--- config.mk ---
export PLATFORM = sky130hd
export DESIGN_NAME = midi_file_event_parser_top_flat
export DESIGN_NICKNAME = d
export VERILOG_FILES = /design/src/sv/mfp_pkg.sv /design/src/sv/mfp_if.sv /design/src/sv/mfp_in_stage.sv /design/src/sv/mfp_decode.sv /design/src/sv/mfp_out_stage.sv /design/src/sv/midi_file_event_parser_top.sv /design/src/flat_wrapper.sv
export SDC_FILE = /design/constraint.sdc
export NUM_CORES = 1
export LEC_CHECK = 0
export BUFFER_PORTS_ARGS = -buffer_cell sky130_fd_sc_hd__buf_4
export CORE_UTILIZATION = 50
export CTS_CLUSTER_DIAMETER = 60
export CTS_CLUSTER_SIZE = 10
export DETAILED_ROUTE_END_ITERATION = 16
export PLACE_DENSITY_LB_ADDON = 0.05
export REMOVE_ABC_BUFFERS = 1
export SLEW_MARGIN = 20
export SYNTH_ARGS = -nofsm -noshare
export SYNTH_HDL_FRONTEND = slang
export SYNTH_SLANG_ARGS = --single-unit
--- constraint.sdc ---
create_clock -name i_clk -period 6.7 [get_ports i_clk]
set_input_delay 1.34 -clock i_clk [delete_from_list [all_inputs] [get_ports i_clk]]
set_output_delay 1.34 -clock i_clk [all_outputs]
set_load 0.02 [all_outputs]
--- src/sv/mfp_pkg.sv ---
`default_nettype none
// ----------------------------------------------------------------------------
// mfp_pkg
// Types and constants shared by the track event parser.
// ----------------------------------------------------------------------------
package mfp_pkg;

    typedef enum logic [3:0] {
        PH_DELTA_START = 4'd0,
        PH_DELTA_CONT  = 4'd1,
        PH_STATUS      = 4'd2,
        PH_DATA1       = 4'd3,
        PH_DATA2       = 4'd4,
        PH_SYSEX       = 4'd5,
        PH_META_TYPE   = 4'd6,
        PH_LENGTH      = 4'd7,
        PH_PAYLOAD     = 4'd8
    } t_phase;

    typedef enum logic [2:0] {
        KIND_CHANNEL   = 3'd0,
        KIND_SYSEX     = 3'd1,
        KIND_ESCAPE    = 3'd2,
        KIND_META      = 3'd3,
        KIND_UNDEFINED = 3'd4,
        KIND_TRUNCATED = 3'd5,
        KIND_END       = 3'd6
    } t_kind;

    localparam logic [7:0] STAT_CHAN_LO = 8'h80;
    localparam logic [7:0] STAT_SYSEX   = 8'hF0;
    localparam logic [7:0] STAT_ESCAPE  = 8'hF7;
    localparam logic [7:0] STAT_META    = 8'hFF;
    localparam logic [3:0] NIB_PROGRAM  = 4'hC;
    localparam logic [3:0] NIB_PRESSURE = 4'hD;

    typedef struct packed {
        logic [7:0] data_byte;
        logic       stream_end;
    } t_in;

    typedef struct packed {
        t_kind       kind;
        logic [31:0] delta_time;
        logic [7:0]  status;
        logic [3:0]  channel;
        logic [7:0]  data_first;
        logic [7:0]  data_second;
        logic [7:0]  meta_type;
        logic [31:0] payload_length;
        logic [7:0]  payload_byte;
        logic        payload_valid;
        logic        last;
    } t_evt;

endpackage
`default_nettype wire

--- src/sv/mfp_if.sv ---
`default_nettype none
// ----------------------------------------------------------------------------
// mfp_if
// Channel interfaces: track bytes in, decoded events out.
// ----------------------------------------------------------------------------
interface mfp_byte_if;
    logic       valid;
    logic       ready;
    logic [7:0] data_byte;
    logic       stream_end;

    modport source (output valid, output data_byte, output stream_end, input ready);
    modport sink   (input valid, input data_byte, input stream_end, output ready);
endinterface

interface mfp_evt_if;
    logic        valid;
    logic        ready;
    logic [2:0]  kind;
    logic [31:0] delta_time;
    logic [7:0]  status;
    logic [3:0]  channel;
    logic [7:0]  data_first;
    logic [7:0]  data_second;
    logic [7:0]  meta_type;
    logic [31:0] payload_length;
    logic [7:0]  payload_byte;
    logic        payload_valid;
    logic        last;

    modport source (
        output valid, output kind, output delta_time, output status, output channel,
        output data_first, output data_second, output meta_type, output payload_length,
        output payload_byte, output payload_valid, output last, input ready
    );
    modport sink (
        input valid, input kind, input delta_time, input status, input channel,
        input data_first, input data_second, input meta_type, input payload_length,
        input payload_byte, input payload_valid, input last, output ready
    );
endinterface
`default_nettype wire

--- src/sv/mfp_in_stage.sv ---
`default_nettype none
// ----------------------------------------------------------------------------
// mfp_in_stage
// Input register for track bytes.
// ----------------------------------------------------------------------------
module mfp_in_stage (
    input  wire               i_clk,
    input  wire               i_rst_n,
    mfp_byte_if.sink          i_trk,
    input  wire               i_take,
    output logic              o_vld,
    output mfp_pkg::t_in      o_in
);
    logic          r_vld;
    mfp_pkg::t_in  r_in;
    logic          w_load;

    assign i_trk.ready = !r_vld || i_take;
    assign w_load      = i_trk.valid && i_trk.ready;

    always_ff @(posedge i_clk) begin
        if (!i_rst_n) begin
            r_vld <= 1'b0;
        end else begin
            r_vld <= w_load || (r_vld && !i_take);
        end
    end

    always_ff @(posedge i_clk) begin
        if (w_load) begin
            r_in.data_byte  <= i_trk.data_byte;
            r_in.stream_end <= i_trk.stream_end;
        end
    end

    assign o_vld = r_vld;
    assign o_in  = r_in;
endmodule
`default_nettype wire

--- src/sv/mfp_decode.sv ---
`default_nettype none
// ----------------------------------------------------------------------------
// mfp_decode
// Parse state and per-byte event decode.
// ----------------------------------------------------------------------------
module mfp_decode (
    input  wire               i_clk,
    input  wire               i_rst_n,
    input  wire               i_go,
    input  wire mfp_pkg::t_in i_in,
    output logic              o_res_vld,
    output mfp_pkg::t_evt     o_res
);
    mfp_pkg::t_phase r_phase, n_phase;
    logic [31:0]     r_delta, n_delta;
    logic [7:0]      r_status, n_status;
    logic [7:0]      r_first, n_first;
    logic [7:0]      r_meta, n_meta;
    logic [31:0]     r_len, n_len;
    logic [31:0]     r_rem, n_rem;
    logic            w_bound;
    mfp_pkg::t_phase w_eff;
    logic [7:0]      w_b;
    logic            w_is_meta;
    mfp_pkg::t_kind  w_long_kind;
    logic [7:0]      w_long_meta;
    logic [31:0]     w_len_next;
    logic [31:0]     w_rem_dec;

    assign w_b = i_in.data_byte;

    always_ff @(posedge i_clk) begin
        if (!i_rst_n) begin
            r_phase  <= mfp_pkg::PH_DELTA_START;
            r_delta  <= '0;
            r_status <= '0;
            r_first  <= '0;
            r_meta   <= '0;
            r_len    <= '0;
            r_rem    <= '0;
        end else if (i_go) begin
            r_phase  <= n_phase;
            r_delta  <= n_delta;
            r_status <= n_status;
            r_first  <= n_first;
            r_meta   <= n_meta;
            r_len    <= n_len;
            r_rem    <= n_rem;
        end
    end

    always_comb begin
        unique case (r_phase)
            mfp_pkg::PH_DELTA_CONT, mfp_pkg::PH_STATUS, mfp_pkg::PH_DATA1,
            mfp_pkg::PH_DATA2, mfp_pkg::PH_SYSEX, mfp_pkg::PH_META_TYPE,
            mfp_pkg::PH_LENGTH, mfp_pkg::PH_PAYLOAD: w_bound = 1'b0;
            default:                                 w_bound = 1'b1;
        endcase
    end

    assign w_eff       = w_bound ? mfp_pkg::PH_DELTA_CONT : r_phase;
    assign w_is_meta   = (r_status == mfp_pkg::STAT_META);
    assign w_long_kind = w_is_meta ? mfp_pkg::KIND_META : mfp_pkg::KIND_ESCAPE;
    assign w_long_meta = w_is_meta ? r_meta : 8'h00;
    assign w_len_next  = {r_len[24:0], w_b[6:0]};
    assign w_rem_dec   = r_rem - 32'd1;

    always_comb begin
        n_phase  = r_phase;
        n_delta  = w_bound ? 32'd0 : r_delta;
        n_status = w_bound ? 8'd0  : r_status;
        n_first  = w_bound ? 8'd0  : r_first;
        n_meta   = w_bound ? 8'd0  : r_meta;
        n_len    = w_bound ? 32'd0 : r_len;
        n_rem    = w_bound ? 32'd0 : r_rem;
        o_res_vld = 1'b0;
        o_res     = '0;
        o_res.last = 1'b1;

        if (i_in.stream_end) begin
            n_delta  = r_delta;
            n_status = r_status;
            n_first  = r_first;
            n_meta   = r_meta;
            n_len    = r_len;
            n_rem    = r_rem;
            o_res_vld = 1'b1;
            if (w_bound) begin
                o_res.kind = mfp_pkg::KIND_END;
            end else begin
                o_res.kind       = mfp_pkg::KIND_TRUNCATED;
                o_res.delta_time = r_delta;
                o_res.status     = r_status;
            end
            n_phase = mfp_pkg::PH_DELTA_START;
        end else begin
            unique case (w_eff)
                mfp_pkg::PH_DELTA_CONT: begin
                    n_delta = {n_delta[24:0], w_b[6:0]};
                    n_phase = w_b[7] ? mfp_pkg::PH_DELTA_CONT : mfp_pkg::PH_STATUS;
                end
                mfp_pkg::PH_STATUS: begin
                    n_status = w_b;
                    if (w_b >= mfp_pkg::STAT_CHAN_LO && w_b < mfp_pkg::STAT_SYSEX) begin
                        n_phase = mfp_pkg::PH_DATA1;
                    end else if (w_b == mfp_pkg::STAT_SYSEX) begin
                        n_phase = mfp_pkg::PH_SYSEX;
                    end else if (w_b == mfp_pkg::STAT_ESCAPE) begin
                        n_len   = 32'd0;
                        n_phase = mfp_pkg::PH_LENGTH;
                    end else if (w_b == mfp_pkg::STAT_META) begin
                        n_phase = mfp_pkg::PH_META_TYPE;
                    end else begin
                        o_res_vld        = 1'b1;
                        o_res.kind       = mfp_pkg::KIND_UNDEFINED;
                        o_res.delta_time = r_delta;
                        o_res.status     = w_b;
                        n_phase          = mfp_pkg::PH_DELTA_START;
                    end
                end
                mfp_pkg::PH_DATA1: begin
                    n_first = w_b;
                    if (r_status[7:4] == mfp_pkg::NIB_PROGRAM ||
                        r_status[7:4] == mfp_pkg::NIB_PRESSURE) begin
                        o_res_vld        = 1'b1;
                        o_res.kind       = mfp_pkg::KIND_CHANNEL;
                        o_res.delta_time = r_delta;
                        o_res.status     = r_status;
                        o_res.channel    = r_status[3:0];
                        o_res.data_first = w_b;
                        n_phase          = mfp_pkg::PH_DELTA_START;
                    end else begin
                        n_phase = mfp_pkg::PH_DATA2;
                    end
                end
                mfp_pkg::PH_DATA2: begin
                    o_res_vld         = 1'b1;
                    o_res.kind        = mfp_pkg::KIND_CHANNEL;
                    o_res.delta_time  = r_delta;
                    o_res.status      = r_status;
                    o_res.channel     = r_status[3:0];
                    o_res.data_first  = r_first;
                    o_res.data_second = w_b;
                    n_phase           = mfp_pkg::PH_DELTA_START;
                end
                mfp_pkg::PH_SYSEX: begin
                    if (w_b == mfp_pkg::STAT_ESCAPE) begin
                        o_res_vld        = 1'b1;
                        o_res.kind       = mfp_pkg::KIND_SYSEX;
                        o_res.delta_time = r_delta;
                        o_res.status     = r_status;
                        n_phase          = mfp_pkg::PH_DELTA_START;
                    end
                end
                mfp_pkg::PH_META_TYPE: begin
                    n_meta  = w_b;
                    n_len   = 32'd0;
                    n_phase = mfp_pkg::PH_LENGTH;
                end
                mfp_pkg::PH_LENGTH: begin
                    n_len = w_len_next;
                    if (!w_b[7]) begin
                        n_rem = w_len_next;
                        if (w_len_next == 32'd0) begin
                            o_res_vld        = 1'b1;
                            o_res.kind       = w_long_kind;
                            o_res.delta_time = r_delta;
                            o_res.status     = r_status;
                            o_res.meta_type  = w_long_meta;
                            n_phase          = mfp_pkg::PH_DELTA_START;
                        end else begin
                            n_phase = mfp_pkg::PH_PAYLOAD;
                        end
                    end
                end
                mfp_pkg::PH_PAYLOAD: begin
                    n_rem                = w_rem_dec;
                    o_res_vld            = 1'b1;
                    o_res.kind           = w_long_kind;
                    o_res.delta_time     = r_delta;
                    o_res.status         = r_status;
                    o_res.meta_type      = w_long_meta;
                    o_res.payload_length = r_len;
                    o_res.payload_byte   = w_b;
                    o_res.payload_valid  = 1'b1;
                    o_res.last           = (w_rem_dec == 32'd0);
                    if (w_rem_dec == 32'd0) begin
                        n_phase = mfp_pkg::PH_DELTA_START;
                    end
                end
                default: begin
                    n_phase = mfp_pkg::PH_DELTA_START;
                end
            endcase
        end
    end
endmodule
`default_nettype wire

--- src/sv/mfp_out_stage.sv ---
`default_nettype none
// ----------------------------------------------------------------------------
// mfp_out_stage
// Result register driving the event channel.
// ----------------------------------------------------------------------------
module mfp_out_stage (
    input  wire                i_clk,
    input  wire                i_rst_n,
    input  wire                i_load,
    input  wire mfp_pkg::t_evt i_res,
    output logic               o_busy,
    mfp_evt_if.source          o_evt
);
    logic           r_vld;
    mfp_pkg::t_evt  r_res;

    always_ff @(posedge i_clk) begin
        if (!i_rst_n) begin
            r_vld <= 1'b0;
        end else begin
            r_vld <= i_load || (r_vld && !o_evt.ready);
        end
    end

    always_ff @(posedge i_clk) begin
        if (i_load) begin
            r_res <= i_res;
        end
    end

    assign o_busy               = r_vld && !o_evt.ready;
    assign o_evt.valid          = r_vld;
    assign o_evt.kind           = 3'(r_res.kind);
    assign o_evt.delta_time     = r_res.delta_time;
    assign o_evt.status         = r_res.status;
    assign o_evt.channel        = r_res.channel;
    assign o_evt.data_first     = r_res.data_first;
    assign o_evt.data_second    = r_res.data_second;
    assign o_evt.meta_type      = r_res.meta_type;
    assign o_evt.payload_length = r_res.payload_length;
    assign o_evt.payload_byte   = r_res.payload_byte;
    assign o_evt.payload_valid  = r_res.payload_valid;
    assign o_evt.last           = r_res.last;
endmodule
`default_nettype wire

--- src/sv/midi_file_event_parser_top.sv ---
`default_nettype none
// ----------------------------------------------------------------------------
// midi_file_event_parser_top
// Parses a standard MIDI file track, one byte per transfer, into events.
//
//   channel   modport  direction  payload
//   i_trk     sink     in         data_byte, stream_end
//   o_evt     source   out        kind .. last, one event result per transfer
//
// One byte a cycle sustained while o_evt does not stall; a byte is decoded from the input
// register and its result is offered on o_evt from the result register.
// Reset is synchronous and clears the parse state to the start of a delta time.
// A stall on o_evt holds the result register and the decode; the input register
// still takes a byte if it is empty, then i_trk stalls until the result is taken.
// ----------------------------------------------------------------------------
module midi_file_event_parser_top (
    input  wire         i_clk,
    input  wire         i_rst_n,
    mfp_byte_if.sink    i_trk,
    mfp_evt_if.source   o_evt
);
    logic           w_in_vld;
    mfp_pkg::t_in   w_in;
    logic           w_go;
    logic           w_res_vld;
    mfp_pkg::t_evt  w_res;
    logic           w_out_busy;

    assign w_go = w_in_vld && !w_out_busy;

    mfp_in_stage u_in (
        .i_clk   (i_clk),
        .i_rst_n (i_rst_n),
        .i_trk   (i_trk),
        .i_take  (w_go),
        .o_vld   (w_in_vld),
        .o_in    (w_in)
    );

    mfp_decode u_dec (
        .i_clk     (i_clk),
        .i_rst_n   (i_rst_n),
        .i_go      (w_go),
        .i_in      (w_in),
        .o_res_vld (w_res_vld),
        .o_res     (w_res)
    );

    mfp_out_stage u_out (
        .i_clk   (i_clk),
        .i_rst_n (i_rst_n),
        .i_load  (w_go && w_res_vld),
        .i_res   (w_res),
        .o_busy  (w_out_busy),
        .o_evt   (o_evt)
    );
endmodule
`default_nettype wire
--- src/flat_wrapper.sv ---
// flat-port wrapper written by rule: the top's interface ports become plain ports
module midi_file_event_parser_top_flat 
  (i_clk, i_rst_n, i_trk_valid, i_trk_data_byte, i_trk_stream_end, i_trk_ready, o_evt_valid, o_evt_kind, o_evt_delta_time, o_evt_status, o_evt_channel, o_evt_data_first, o_evt_data_second, o_evt_meta_type, o_evt_payload_length, o_evt_payload_byte, o_evt_payload_valid, o_evt_last, o_evt_ready);
  mfp_byte_if i_trk_i ();
  mfp_evt_if o_evt_i ();
  input  wire i_clk;
  input  wire i_rst_n;
  input wire logic [$bits(i_trk_i.valid)-1:0] i_trk_valid;
  input wire logic [$bits(i_trk_i.data_byte)-1:0] i_trk_data_byte;
  input wire logic [$bits(i_trk_i.stream_end)-1:0] i_trk_stream_end;
  output wire logic [$bits(i_trk_i.ready)-1:0] i_trk_ready;
  output wire logic [$bits(o_evt_i.valid)-1:0] o_evt_valid;
  output wire logic [$bits(o_evt_i.kind)-1:0] o_evt_kind;
  output wire logic [$bits(o_evt_i.delta_time)-1:0] o_evt_delta_time;
  output wire logic [$bits(o_evt_i.status)-1:0] o_evt_status;
  output wire logic [$bits(o_evt_i.channel)-1:0] o_evt_channel;
  output wire logic [$bits(o_evt_i.data_first)-1:0] o_evt_data_first;
  output wire logic [$bits(o_evt_i.data_second)-1:0] o_evt_data_second;
  output wire logic [$bits(o_evt_i.meta_type)-1:0] o_evt_meta_type;
  output wire logic [$bits(o_evt_i.payload_length)-1:0] o_evt_payload_length;
  output wire logic [$bits(o_evt_i.payload_byte)-1:0] o_evt_payload_byte;
  output wire logic [$bits(o_evt_i.payload_valid)-1:0] o_evt_payload_valid;
  output wire logic [$bits(o_evt_i.last)-1:0] o_evt_last;
  input wire logic [$bits(o_evt_i.ready)-1:0] o_evt_ready;
  assign i_trk_i.valid = i_trk_valid;
  assign i_trk_i.data_byte = i_trk_data_byte;
  assign i_trk_i.stream_end = i_trk_stream_end;
  assign i_trk_ready = i_trk_i.ready;
  assign o_evt_valid = o_evt_i.valid;
  assign o_evt_kind = o_evt_i.kind;
  assign o_evt_delta_time = o_evt_i.delta_time;
  assign o_evt_status = o_evt_i.status;
  assign o_evt_channel = o_evt_i.channel;
  assign o_evt_data_first = o_evt_i.data_first;
  assign o_evt_data_second = o_evt_i.data_second;
  assign o_evt_meta_type = o_evt_i.meta_type;
  assign o_evt_payload_length = o_evt_i.payload_length;
  assign o_evt_payload_byte = o_evt_i.payload_byte;
  assign o_evt_payload_valid = o_evt_i.payload_valid;
  assign o_evt_last = o_evt_i.last;
  assign o_evt_i.ready = o_evt_ready;
  midi_file_event_parser_top u_core (.i_clk(i_clk), .i_rst_n(i_rst_n), .i_trk(i_trk_i), .o_evt(o_evt_i));
endmodule
* After elaboration in Yosys (flattened, before gate mapping) *
Memories as Yosys holds them, arrays and structs flattened. A register that Yosys moved wholly into a read port is not among the register bits.
Cells that the tools add are included.

word-level totals
  bits in latches = 0
  bits in read-only memories = 16
  register bits = 248
  input bits = 13
  word-level logic and storage cells = 134
  output and inout port bits = 115
  memories kept = 1
  bits in writable memories = 0

memories
  memory            words  bits a word  rd ports  clocked after memory_dff  write ports  RTL line          source
  (name not given)  16     1            1         1                         0            mfp_decode.sv:53  unique case (r_phase)

operators by class
  div/mod/pow operators = 0
  muxes and demuxes = 58
  bitwise gates (word level) = 3
  order comparisons = 2
  shift-type cells = 0
  equal/unequal tests = 17
  reduce and logical (&&, ||, !) cells = 29
  $add $sub $neg = 1
  $mul = 0

operators with widths
  operator                                            count
  one-hot mux 43 bit (6 select lines)                 1
  2-to-1 mux 32 bit                                   8
  2-to-1 mux 43 bit                                   5
  one-hot mux 32 bit (3 select lines)                 1
  2-to-1 mux 42 bit                                   2
  zero test 32 bit                                    2
  one-hot mux 32 bit (2 select lines)                 1
  2-to-1 mux 8 bit                                    7
  2-to-1 mux 52 bit                                   1
  2-to-1 mux 4 bit                                    11
  2-to-1 mux 41 bit                                   1
  2-to-1 mux 40 bit                                   1
  == test 8 bit, second input constant                4
  subtractor 32 x 1 -> 32 bit, second input constant  1
  one-hot mux 4 bit (7 select lines)                  1
  one-hot mux 12 bit (2 select lines)                 1
  == test 4 x 3 -> 1 bit, second input constant       4
  one-hot mux 8 bit (2 select lines)                  1
  == test 4 bit, second input constant                3
  AND reduction 3 bit                                 4
  2-to-1 mux 1 bit                                    10
  == test 4 x 2 -> 1 bit, second input constant       2
  >= comparator 8 bit, second input constant          1
  < comparator 8 bit, second input constant           1
  other kinds (14)                                    36

* Depth between registers and ports, before layout *
Gate-level depths: netlist of run 1.

  word-level depth = 9
  mapped depth = 11

* Hierarchy *
Synthesis of run 1 repeated with hierarchy kept, for this count alone.

second synthesis, totals
  cells, all modules = 1031
  area total of the unflattened synthesis = 10790.3 µm²

by module, submodules not included
  module                      sequential area each (µm²)  instances  cells an instance  area an instance (µm²)
  mfp_decode                  2502.4                      1          899                7013.0
  mfp_out_stage               3413.3                      1          116                3434.5
  mfp_in_stage                290.3                       1          14                 327.8
  midi_file_event_parser_top  0.0                         1          2                  15.0

* Worst setup path after synthesis of run 1 *
Ideal clock, no wire load.

  path type = reg2reg
  start = register u_core.u_dec.w_bound (netlist name)
  end = register u_core.u_out.r_res (netlist bit u_core.u_out.o_evt.channel[0]), enable pin
  data required time = 6.113 ns
  period minus slack after synthesis = 6.969 ns
  setup time = 0.587 ns
  cell stages (with the launch flop) = 9
  data arrival time = 6.382 ns
  slack = -0.269 ns
  cells stage by stage = dfxtp_1 -> nor2_1 -> nand4_1 -> nor2_1 -> clkbuf_1 -> a31oi_1 -> o31ai_1 -> nor3_1 -> nor2_1

between the ends
  word-level cells in the longest chain between the ends = 6
  elaborated cells between the ends (all ways) = 11
  classes of those cells = 6 x eq/ne; 3 x mux; 2 x reduce/logical

RTL lines
  what                                                     RTL line                          source
  2-to-1 mux 4 bit *                                       mfp_decode.sv:61                  assign w_eff = w_bound ? mfp_pkg::PH_DELTA_CONT : r_phase;
  == test 4 bit or == test 4 x 3 -> 1 bit (tied branches)  mfp_decode.sv:97                  unique case (w_eff)
  OR reduction 2 bit (no source line)                      n/a
  one-hot mux 1 bit (5 select lines) *                     mfp_decode.sv:97
  2-to-1 mux 1 bit *                                       mfp_decode.sv:80                  if (i_in.stream_end) begin
  logical AND 1 bit *                                      midi_file_event_parser_top.sv:52  .i_load (w_go && w_res_vld),
  via u_core.u_out.i_load                                  mfp_out_stage.sv:9                input wire i_load,
  to (signal assigned)                                     mfp_out_stage.sv:27               r_res <= i_res;
  to (decl)                                                mfp_out_stage.sv:15               mfp_pkg::t_evt r_res;

Mark *: on every way through the listed nets, which the timed path passes. The rest lies on a longest branch.
A chain may end at the register's enable or synchronous reset.

* Final worst setup path of run 1 *
  start = register u_core.u_dec.r_phase[1]
  end = register u_core.u_out.r_res (netlist bit u_core.u_out.o_evt.data_second[5]), enable pin

between the ends
  word-level cells in the longest chain between the ends = 6
  elaborated cells between the ends (all ways) = 11
  classes of those cells = 6 x eq/ne; 3 x mux; 2 x reduce/logical

RTL lines
  what                                                     RTL line                          source
  from (decl)                                              mfp_decode.sv:14                  mfp_pkg::t_phase r_phase, n_phase;
  from (signal assigned)                                   mfp_decode.sv:34                  r_phase <= mfp_pkg::PH_DELTA_START;
  from (signal assigned)                                   mfp_decode.sv:42                  r_phase <= n_phase;
  2-to-1 mux 4 bit *                                       mfp_decode.sv:61
  == test 4 bit or == test 4 x 3 -> 1 bit (tied branches)  mfp_decode.sv:97
  OR reduction 2 bit (no source line)                      n/a
  one-hot mux 1 bit (5 select lines) *                     mfp_decode.sv:97
  2-to-1 mux 1 bit *                                       mfp_decode.sv:80
  logical AND 1 bit *                                      midi_file_event_parser_top.sv:52
  via u_core.u_out.i_load                                  mfp_out_stage.sv:9

Marks and branches as above.

==> out/qor.txt, run 1 <==
die area: 21900 um^2
num rows: 53
crit start category: flip-flop
RSZ-0062 raised after global routing: false
PwrDens: 253 nW/um^2
Seq pwr share: 0.513
CTS Sinks: 249
die height: 148 um
synthesized instance count: 1041
gp weighted congestion: 0.871
EDFF count, synth: 122
IO Count: 128
total CTS buffers: 29
CORE AREA: 21000 um^2
WL/cell: 18.0 um
worst setup margin: 2.89 ns
Initial DRT Pass Iterations: 6
die width: 148 um
Worst-Skew Late Latency: 0.52 ns
register area share after synthesis: 0.582
H-tree depth: 1
wirelength, routed: 25900 um
crit end category: flip-flop
Port Buf Inserts: 127
Final Max Tran Viols: 0
Pint: 2.49 mW
critical path's slowest cell: nor2b_1
Finished Layout Cells: 1435
cells on worst reg2reg path: 8
Worst R2R End: u_core.u_out.o_evt.data_second[5]$_SDFFCE_PP0P_
GRT Util Overall: 0.234
Syn. warnings: 0
clock tree buffer depth: 3
Final ANT Viol Nets: 0
Avg Cell Area, Syn: 10.2 um^2
Via Count: 8247
antenna fix cells: 0
Worst Hold Slack: 0.481 ns
WHS Endpoint: u_core.u_dec.r_delta[28]$_SDFFE_PN0P_
achievable frequency: 262 MHz
fin nets: 1153
post-DR vias/cell: 5.75
Worst Tran Pin Value: 1.07 ns
Pwr Total: 3.20 mW
largest net degree at the start of global routing: 91
drt first-iter violations: 696
CP Class: reg -> reg
critical-path cell list: nor2_1 -> and3_1 -> nor2b_1 -> a31oi_1 -> o31ai_1 -> nor3_1 -> nor2_4 -> buf_12
Setup WS pre-CTS: 2.90 ns
Cell variety after synth: 57
Gate power share: 0.059
post-synthesis mux area share: 0.00939
post-synth top area share: 0.344
root buffer selected by CTS: clkbuf_16
initial antenna violation count: 0
Worst Path Max Fanout: 90
Min-Delay Path Class: reg -> reg
max_slew headroom: 0.284
status: finished clean
global-route wire length before repair: 40900 um
Crit path arrival time: 3.96 ns
Cells after DPL: 1382
combinational family with the most area after synthesis: simple AND/OR/NAND/NOR gates
post-CTS setup repair buffer count: 0
Max-cap violations: 0
Max VDD drop: 192 uV
Layout area overhead: 18.9%
Synth top cells by count: nor2_1 (159), dfxtp_1 (127), edfxtp_1 (122)
Fin Setup TNS: 0 ns
post-CTS sizing: 0
Main synth FF type: dfxtp_1
r2r startpoint: u_core.u_dec.r_phase[1]$_SDFFE_PN0N_
top cells by area, synth: edfxtp_1 (34%), dfxtp_1 (24%), nor2_1 (5.6%)
largest stage delay on the critical path: 0.67 ns
DP HPWL: 16400 um
Synth Area in XOR/XNOR: 0.00986
share of cells above drive strength 1: 0.167
Yosys top cell by area: edfxtp_1
Final setup violation count: 0
synthesized cell area: 10700 um^2
Post-synth ARST share: 0
Hold Buf Count CTS: 0
DRC violations left: 0
Synth Area in Compound Gates: 0.155
Post-Synth Adder-Cell Area: 0.00235
Initial Util: 0.509
fin crit share: 0.569
minimum clock period: 3.81 ns
count leader, synth: nor2_1
worst clock skew: 0.0136 ns
Static Leak: 4.69 nW
Hold Path Depth: 2
switching power total: 0.718 mW
FF+latch count, synth: 249
Synth Area in Simple Gates: 0.208
Hold Path Origin: u_core.u_dec.r_delta[28]$_SDFFE_PN0P_
total grt overflow: 0
Clk network pwr share: 0.428
CTS tree: yes
WP data required: 6.85 ns
Final Hold Viols: 0
Crit path max-delay family: simple AND/OR/NAND/NOR gates
Buf/Inv on CP: 1
sw frac: 0.224
CTS clk-pin slew, worst paths: 0.06 ns
vias in the first global route: 7540
Worst R2R Setup Slack: 2.89 ns
[power by group through the flow]
stage | combinational (mW) | sequential (mW) | clock (mW)
3_5_place_dp | 0.189 | 1.68 | 0
5_1_grt | 0.207 | 1.65 | 1.47
2_1_floorplan | 0.102 | 1.69 | 0
3_3_place_gp | 0.188 | 1.68 | 0
6_report | 0.189 | 1.65 | 1.37
4_1_cts | 0.189 | 1.65 | 1.41
[how the worst max path moves through the flow]
stage | slack, ns | cells past startpoint | to | startpoint
floorplan | -1.09 | 7 | u_core.u_out.o_evt.channel[0]$_SDFFCE_PP0P_ | u_core.u_dec.w_bound$_DFF_P_
global placement | 2.87 | 7 | u_core.u_dec.r_rem[3]$_SDFFE_PN0P_ | o_evt_ready
detailed placement | 2.90 | 7 | u_core.u_dec.r_rem[3]$_SDFFE_PN0P_ | o_evt_ready
CTS | 2.92 | 8 | u_core.u_out.o_evt.payload_length[31]$_SDFFCE_PP0P_ | u_core.u_dec.r_phase[2]$_SDFFE_PN0N_
global route | 2.68 | 8 | u_core.u_out.o_evt.payload_length[10]$_SDFFCE_PP0P_ | u_core.u_dec.r_phase[1]$_SDFFE_PN0N_
finish | 2.89 | 8 | u_core.u_out.o_evt.data_second[5]$_SDFFCE_PP0P_ | u_core.u_dec.r_phase[1]$_SDFFE_PN0N_
[cell type report]
type                    count  area, um^2
clock inverters             2        13.8
clock buffers              51         808
repair buffers            141        1070
well taps                 275         344
inverters                  20        76.3
flip-flops and latches    249        6210
fillers                  1807        8270
multi-input cells         697        4160
[through the flow]
step                utilization  instance area [um^2]
CTS                       0.604                 12700
global route              0.605                 12700
finish                    0.605                 12700
global placement          0.565                 11800
detailed placement        0.565                 11800
floorplan                     -                 10400
[cells in the final DEF (no fill, tap or decap), types with 22 or more instances in the layout]
master     netlist  final
a21oi_1         72     71
a22oi_1         73     73
and2_1          94     94
buf_4            0    140
clkbuf_1        69     22
clkbuf_16        0     29
dfxtp_1        127    127
edfxtp_1       122    122
nand2_1         32     32
nor2_1         159    155
nor3b_1         26     26
nor4_1          24     22
o21ai_0         45     44
[layer usage]
metal	up-vias	GRT usage	routed length, um
met5	-	0	0
met4	0	0.0619	369
met3	32	0.0265	1560
met2	292	0.364	11800
met1	3935	0.347	12100
li1	3988	-	-
[worst min-delay path: stages, from the launching register on]
cell     delay (ns)
dfxtp_1        0.32
a21oi_1        0.06
nor2_1         0.07
[logic make-up after synthesis]
family,count (synthesis)
and+or+nand+nor,422
AOI/OAI and AO/OA,251
DFF,249
buffers and inverters,95
xor gates and xnor gates,12
muxes,10
adders and majority gates,2
[state kept, by name, summed over array words and instances (netlist names)]
signal / count
u_core.u_dec.r_status: 8
u_core.u_dec.r_delta: 32
u_core.u_dec.w_bound: 1
u_core.u_dec.r_rem: 32
u_core.u_out.o_evt.status: 8
u_core.u_out.o_evt.channel: 4
u_core.u_out.o_evt.payload_valid: 1
u_core.u_dec.r_first: 8
u_core.u_out.o_evt.delta_time: 32
u_core.u_in.o_in: 9
u_core.u_out.o_evt.data_second: 8
u_core.u_dec.r_len: 32
u_core.u_dec.r_meta: 8
u_core.u_out.o_evt.kind: 3
u_core.u_dec.r_phase: 4
u_core.u_in.o_vld: 1
u_core.u_out.o_evt.payload_byte: 8
u_core.u_out.o_evt.valid: 1
u_core.u_out.o_evt.last: 1
u_core.u_out.o_evt.payload_length: 32
u_core.u_out.o_evt.data_first: 8
u_core.u_out.o_evt.meta_type: 8
(Power assumes the default switching activity.)
==> run 2: changes to the inputs <==
Settings changed: ABC_AREA set to 1.
Clock period 6.7 ns to 3.1 ns, I/O delays scaled along.
==> run 2 against run 1 <==
Compared with the run above: setup slack got worse by 2.6 ns; final cell count increased by 34%; critical path depth increased by 6; clock skew increased by 0.0067 ns; largest cell class unchanged; highest routed layer is now met5.
==> out/qor.txt, run 2 <==
status: finished clean (unchanged)
r2r startpoint: u_core.u_in.o_in[2]$_DFFE_PP_ (was u_core.u_dec.r_phase[1]$_SDFFE_PN0N_)
FF+latch count, synth: 249 (unchanged)
EDFF count, synth: 122 (unchanged)
Crit path arrival time: 3.03 ns (was 3.96 ns)
total grt overflow: 0 (unchanged)
count leader, synth: nand2_1 (was nor2_1)
Max-cap violations: 0 (unchanged)
vias in the first global route: 9596 (was 7540)
Hold Buf Count CTS: 0 (unchanged)
CP Class: reg -> reg (unchanged)
achievable frequency: 358 MHz (was 262 MHz)
share of cells above drive strength 1: 0.153 (was 0.167)
total CTS buffers: 29 (unchanged)
Synth top cells by count: nand2_1 (310), nor2_1 (263), inv_1 (167) (was nor2_1 (159), dfxtp_1 (127), edfxtp_1 (122))
num rows: 55 (was 53)
top cells by area, synth: edfxtp_1 (31%), dfxtp_1 (22%), nand2_1 (9.9%) (was edfxtp_1 (34%), dfxtp_1 (24%), nor2_1 (5.6%))
most frequent cells in the layout: nand2_1 (310), nor2_1 (262), inv_1 (166) (was nor2_1 (155), buf_4 (140), dfxtp_1 (127))
synthesized instance count: 1460 (was 1041)
Max Used Layer: met5 (was met4)
H-tree depth: 1 (unchanged)
CP Launch Point: u_core.u_in.o_in[2]$_DFFE_PP_ (was u_core.u_dec.r_phase[1]$_SDFFE_PN0N_)
commonest non-fill, non-tap cell in the layout: nand2_1 (was nor2_1)
Hold Path Origin: i_trk_stream_end (was u_core.u_dec.r_delta[28]$_SDFFE_PN0P_)
CTS clk-pin slew, worst paths: 0.06 ns (about the same)
Setup WS pre-CTS: 0.382 ns (was 2.90 ns)
Max VDD drop: 342 uV (was 192 uV)
Final setup violation count: 0 (unchanged)
DP HPWL: 23000 um (was 16400 um)
Post-synth ARST share: 0 (unchanged)
cells on worst reg2reg path: 14 (was 8)
CTS tree: yes (unchanged)
Main synth FF type: dfxtp_1 (unchanged)
register area share after synthesis: 0.530 (was 0.582)
die area: 24000 um^2 (was 21900 um^2)
Yosys top cell by area: edfxtp_1 (unchanged)
die height: 155 um (was 148 um)
met3 routed WL: 1840 um (was 1560 um)
drt first-iter violations: 905 (was 696)
Min-Delay Path Class: in -> reg (was reg -> reg)
Worst R2R End: u_core.u_out.o_evt.payload_valid$_SDFFCE_PP0P_ (was u_core.u_out.o_evt.data_second[5]$_SDFFCE_PP0P_)
synthesized cell area: 11700 um^2 (was 10700 um^2)
Final ANT Viol Nets: 0 (unchanged)
IO Count: 128 (unchanged)
Fin Setup TNS: 0 ns (unchanged)
GRT Util Overall: 0.278 (was 0.234)
met2 wire length: 15500 um (was 11800 um)
crit start category: flip-flop (unchanged)
CTS Sinks: 249 (unchanged)
Cell variety after synth: 44 (was 57)
Worst Tran Pin Value: 0.787 ns (was 1.07 ns)
crit end category: flip-flop (unchanged)
met1 wire length: 14700 um (was 12100 um)
Final Hold Viols: 0 (unchanged)
die width: 155 um (was 148 um)
Worst Hold Slack: 0.248 ns (was 0.481 ns)
RSZ-0062 raised after global routing: false (unchanged)
WP data required: 3.34 ns (was 6.85 ns)
DRC violations left: 0 (unchanged)
root buffer selected by CTS: clkbuf_16 (unchanged)
Layout area overhead: 19.6% (was 18.9%)
Via Count: 10363 (was 8247)
Syn. warnings: 0 (unchanged)
worst clock skew: 0.0203 ns (was 0.0136 ns)
Port Buf Inserts: 127 (unchanged)
wirelength, routed: 32900 um (was 25900 um)
post-synth top area share: 0.313 (was 0.344)
post-CTS setup repair buffer count: 0 (unchanged)
Worst Path Max Fanout: 13 (was 90)
gp weighted congestion: 0.961 (was 0.871)
Worst R2R Setup Slack: 0.31 ns (was 2.89 ns)
antenna fix cells: 0 (unchanged)
worst setup margin: 0.310 ns (was 2.89 ns)
fin crit share: 0.900 (was 0.569)
minimum clock period: 2.79 ns (was 3.81 ns)
Avg Cell Area, Syn: 8.02 um^2 (was 10.2 um^2)
max_slew headroom: 0.472 (was 0.284)
clock tree buffer depth: 3 (unchanged)
Worst-Skew Late Latency: 0.55 ns (was 0.52 ns)
largest net degree at the start of global routing: 130 (was 91)
Static Leak: 5.29 nW (was 4.69 nW)
worst setup path end: u_core.u_out.o_evt.payload_valid$_SDFFCE_PP0P_ (was u_core.u_out.o_evt.data_second[5]$_SDFFCE_PP0P_)
initial antenna violation count: 1 (was 0)
post-DR vias/cell: 5.39 (was 5.75)
WL/cell: 17.1 um (was 18.0 um)
post-CTS sizing: 0 (unchanged)
CORE AREA: 22800 um^2 (was 21000 um^2)
global-route wire length before repair: 52100 um (was 40900 um)
Final Max Tran Viols: 0 (unchanged)
Initial Util: 0.514 (was 0.509)
PwrDens: 550 nW/um^2 (was 253 nW/um^2)
Initial DRT Pass Iterations: 7 (was 6)
fin nets: 1603 (was 1153)
[run 2: changes by cell type after synthesis, sizes merged, moves of 13 or more]
cell | previous run | this run
a41oi | 0 | 23
o211ai | 0 | 13
nand2 | 32 | 316
nor2 | 159 | 284
nor3 | 24 | 11
clkbuf | 69 | 53
nor3b | 26 | 7
a22oi | 73 | 22
nand3 | 9 | 74
nor4 | 24 | 10
o22ai | 0 | 34
and2 | 94 | 1
inv | 19 | 178
[run 2: kinds of logic (layout without fill, tap and decap cells)]
group / Yosys count / after routing / share of synthesized area
simple gates: 715 / 715 / 0.257
xor+xnor: 2 / 2 / 0.00150
compound gates: 243 / 243 / 0.126
flops: 249 / 249 / 0.530
buf+inv: 249 / 399 / 0.0828
fa+ha+maj: 2 / 2 / 0.00214
[run 2: critical path: stages (launching register included)]
cell and delay, ns:
edfxtp_1 0.50, inv_1 0.12, nand4_1 0.13, nor2_1 0.17
nand3_1 0.09, nor2_1 0.17, nand3_1 0.09, nand2_1 0.08
inv_1 0.06, nand2_1 0.13, nor2_2 0.10, nand2_1 0.10
o21ai_0 0.17, inv_4 0.30, buf_4 0.27
[run 2: report_power, final]
group | leakage (nW) | switching, mW | total, mW | internal (mW)
logic | 2.68 | 0.646 | 0.912 | 0.266
registers | 2.20 | 0.0664 | 3.60 | 3.54
clock network | 0.416 | 1.31 | 3.18 | 1.87
[run 2: metal layers]
metal,global-route usage,up-vias
li1,-,5109
met1,0.382,4849
met2,0.457,344
met3,0.0320,59
met4,0.0905,2
met5,0,-
[run 2: worst min path at each step]
stage                                           to  slack, ns  cells after the start
2_1_floorplan  u_core.u_dec.r_meta[0]$_SDFFE_PN0P_       0.44                      2
3_3_place_gp   u_core.u_dec.r_meta[2]$_SDFFE_PN0P_       0.45                      2
3_5_place_dp   u_core.u_dec.r_meta[0]$_SDFFE_PN0P_       0.45                      2
4_1_cts              u_core.u_in.o_in[0]$_DFFE_PP_       0.24                      1
5_1_grt              u_core.u_in.o_in[0]$_DFFE_PP_       0.24                      1
6_report             u_core.u_in.o_in[0]$_DFFE_PP_       0.25                      1
[run 2: area by class of cell]
| class | count | area, um^2 |
|---|---|---|
| fill | 2049 | 8780 |
| sequential | 249 | 6210 |
| multi-input combinational | 962 | 4540 |
| timing repair buffer | 167 | 1320 |
| clock buffer | 50 | 826 |
| inverter | 179 | 677 |
| tap | 313 | 392 |
| clock inverter | 3 | 43.8 |
[run 2: through the flow]
step           std cells  cell area (um^2)  power, mW   util
5_1_grt             1923             14000       8.01  0.615
2_1_floorplan       1390             11400       4.23      -
4_1_cts             1923             14000       7.74  0.615
6_report            1923             14000       7.70  0.615
3_3_place_gp        1870             13100       4.57  0.576
3_5_place_dp        1870             13100       4.58  0.576
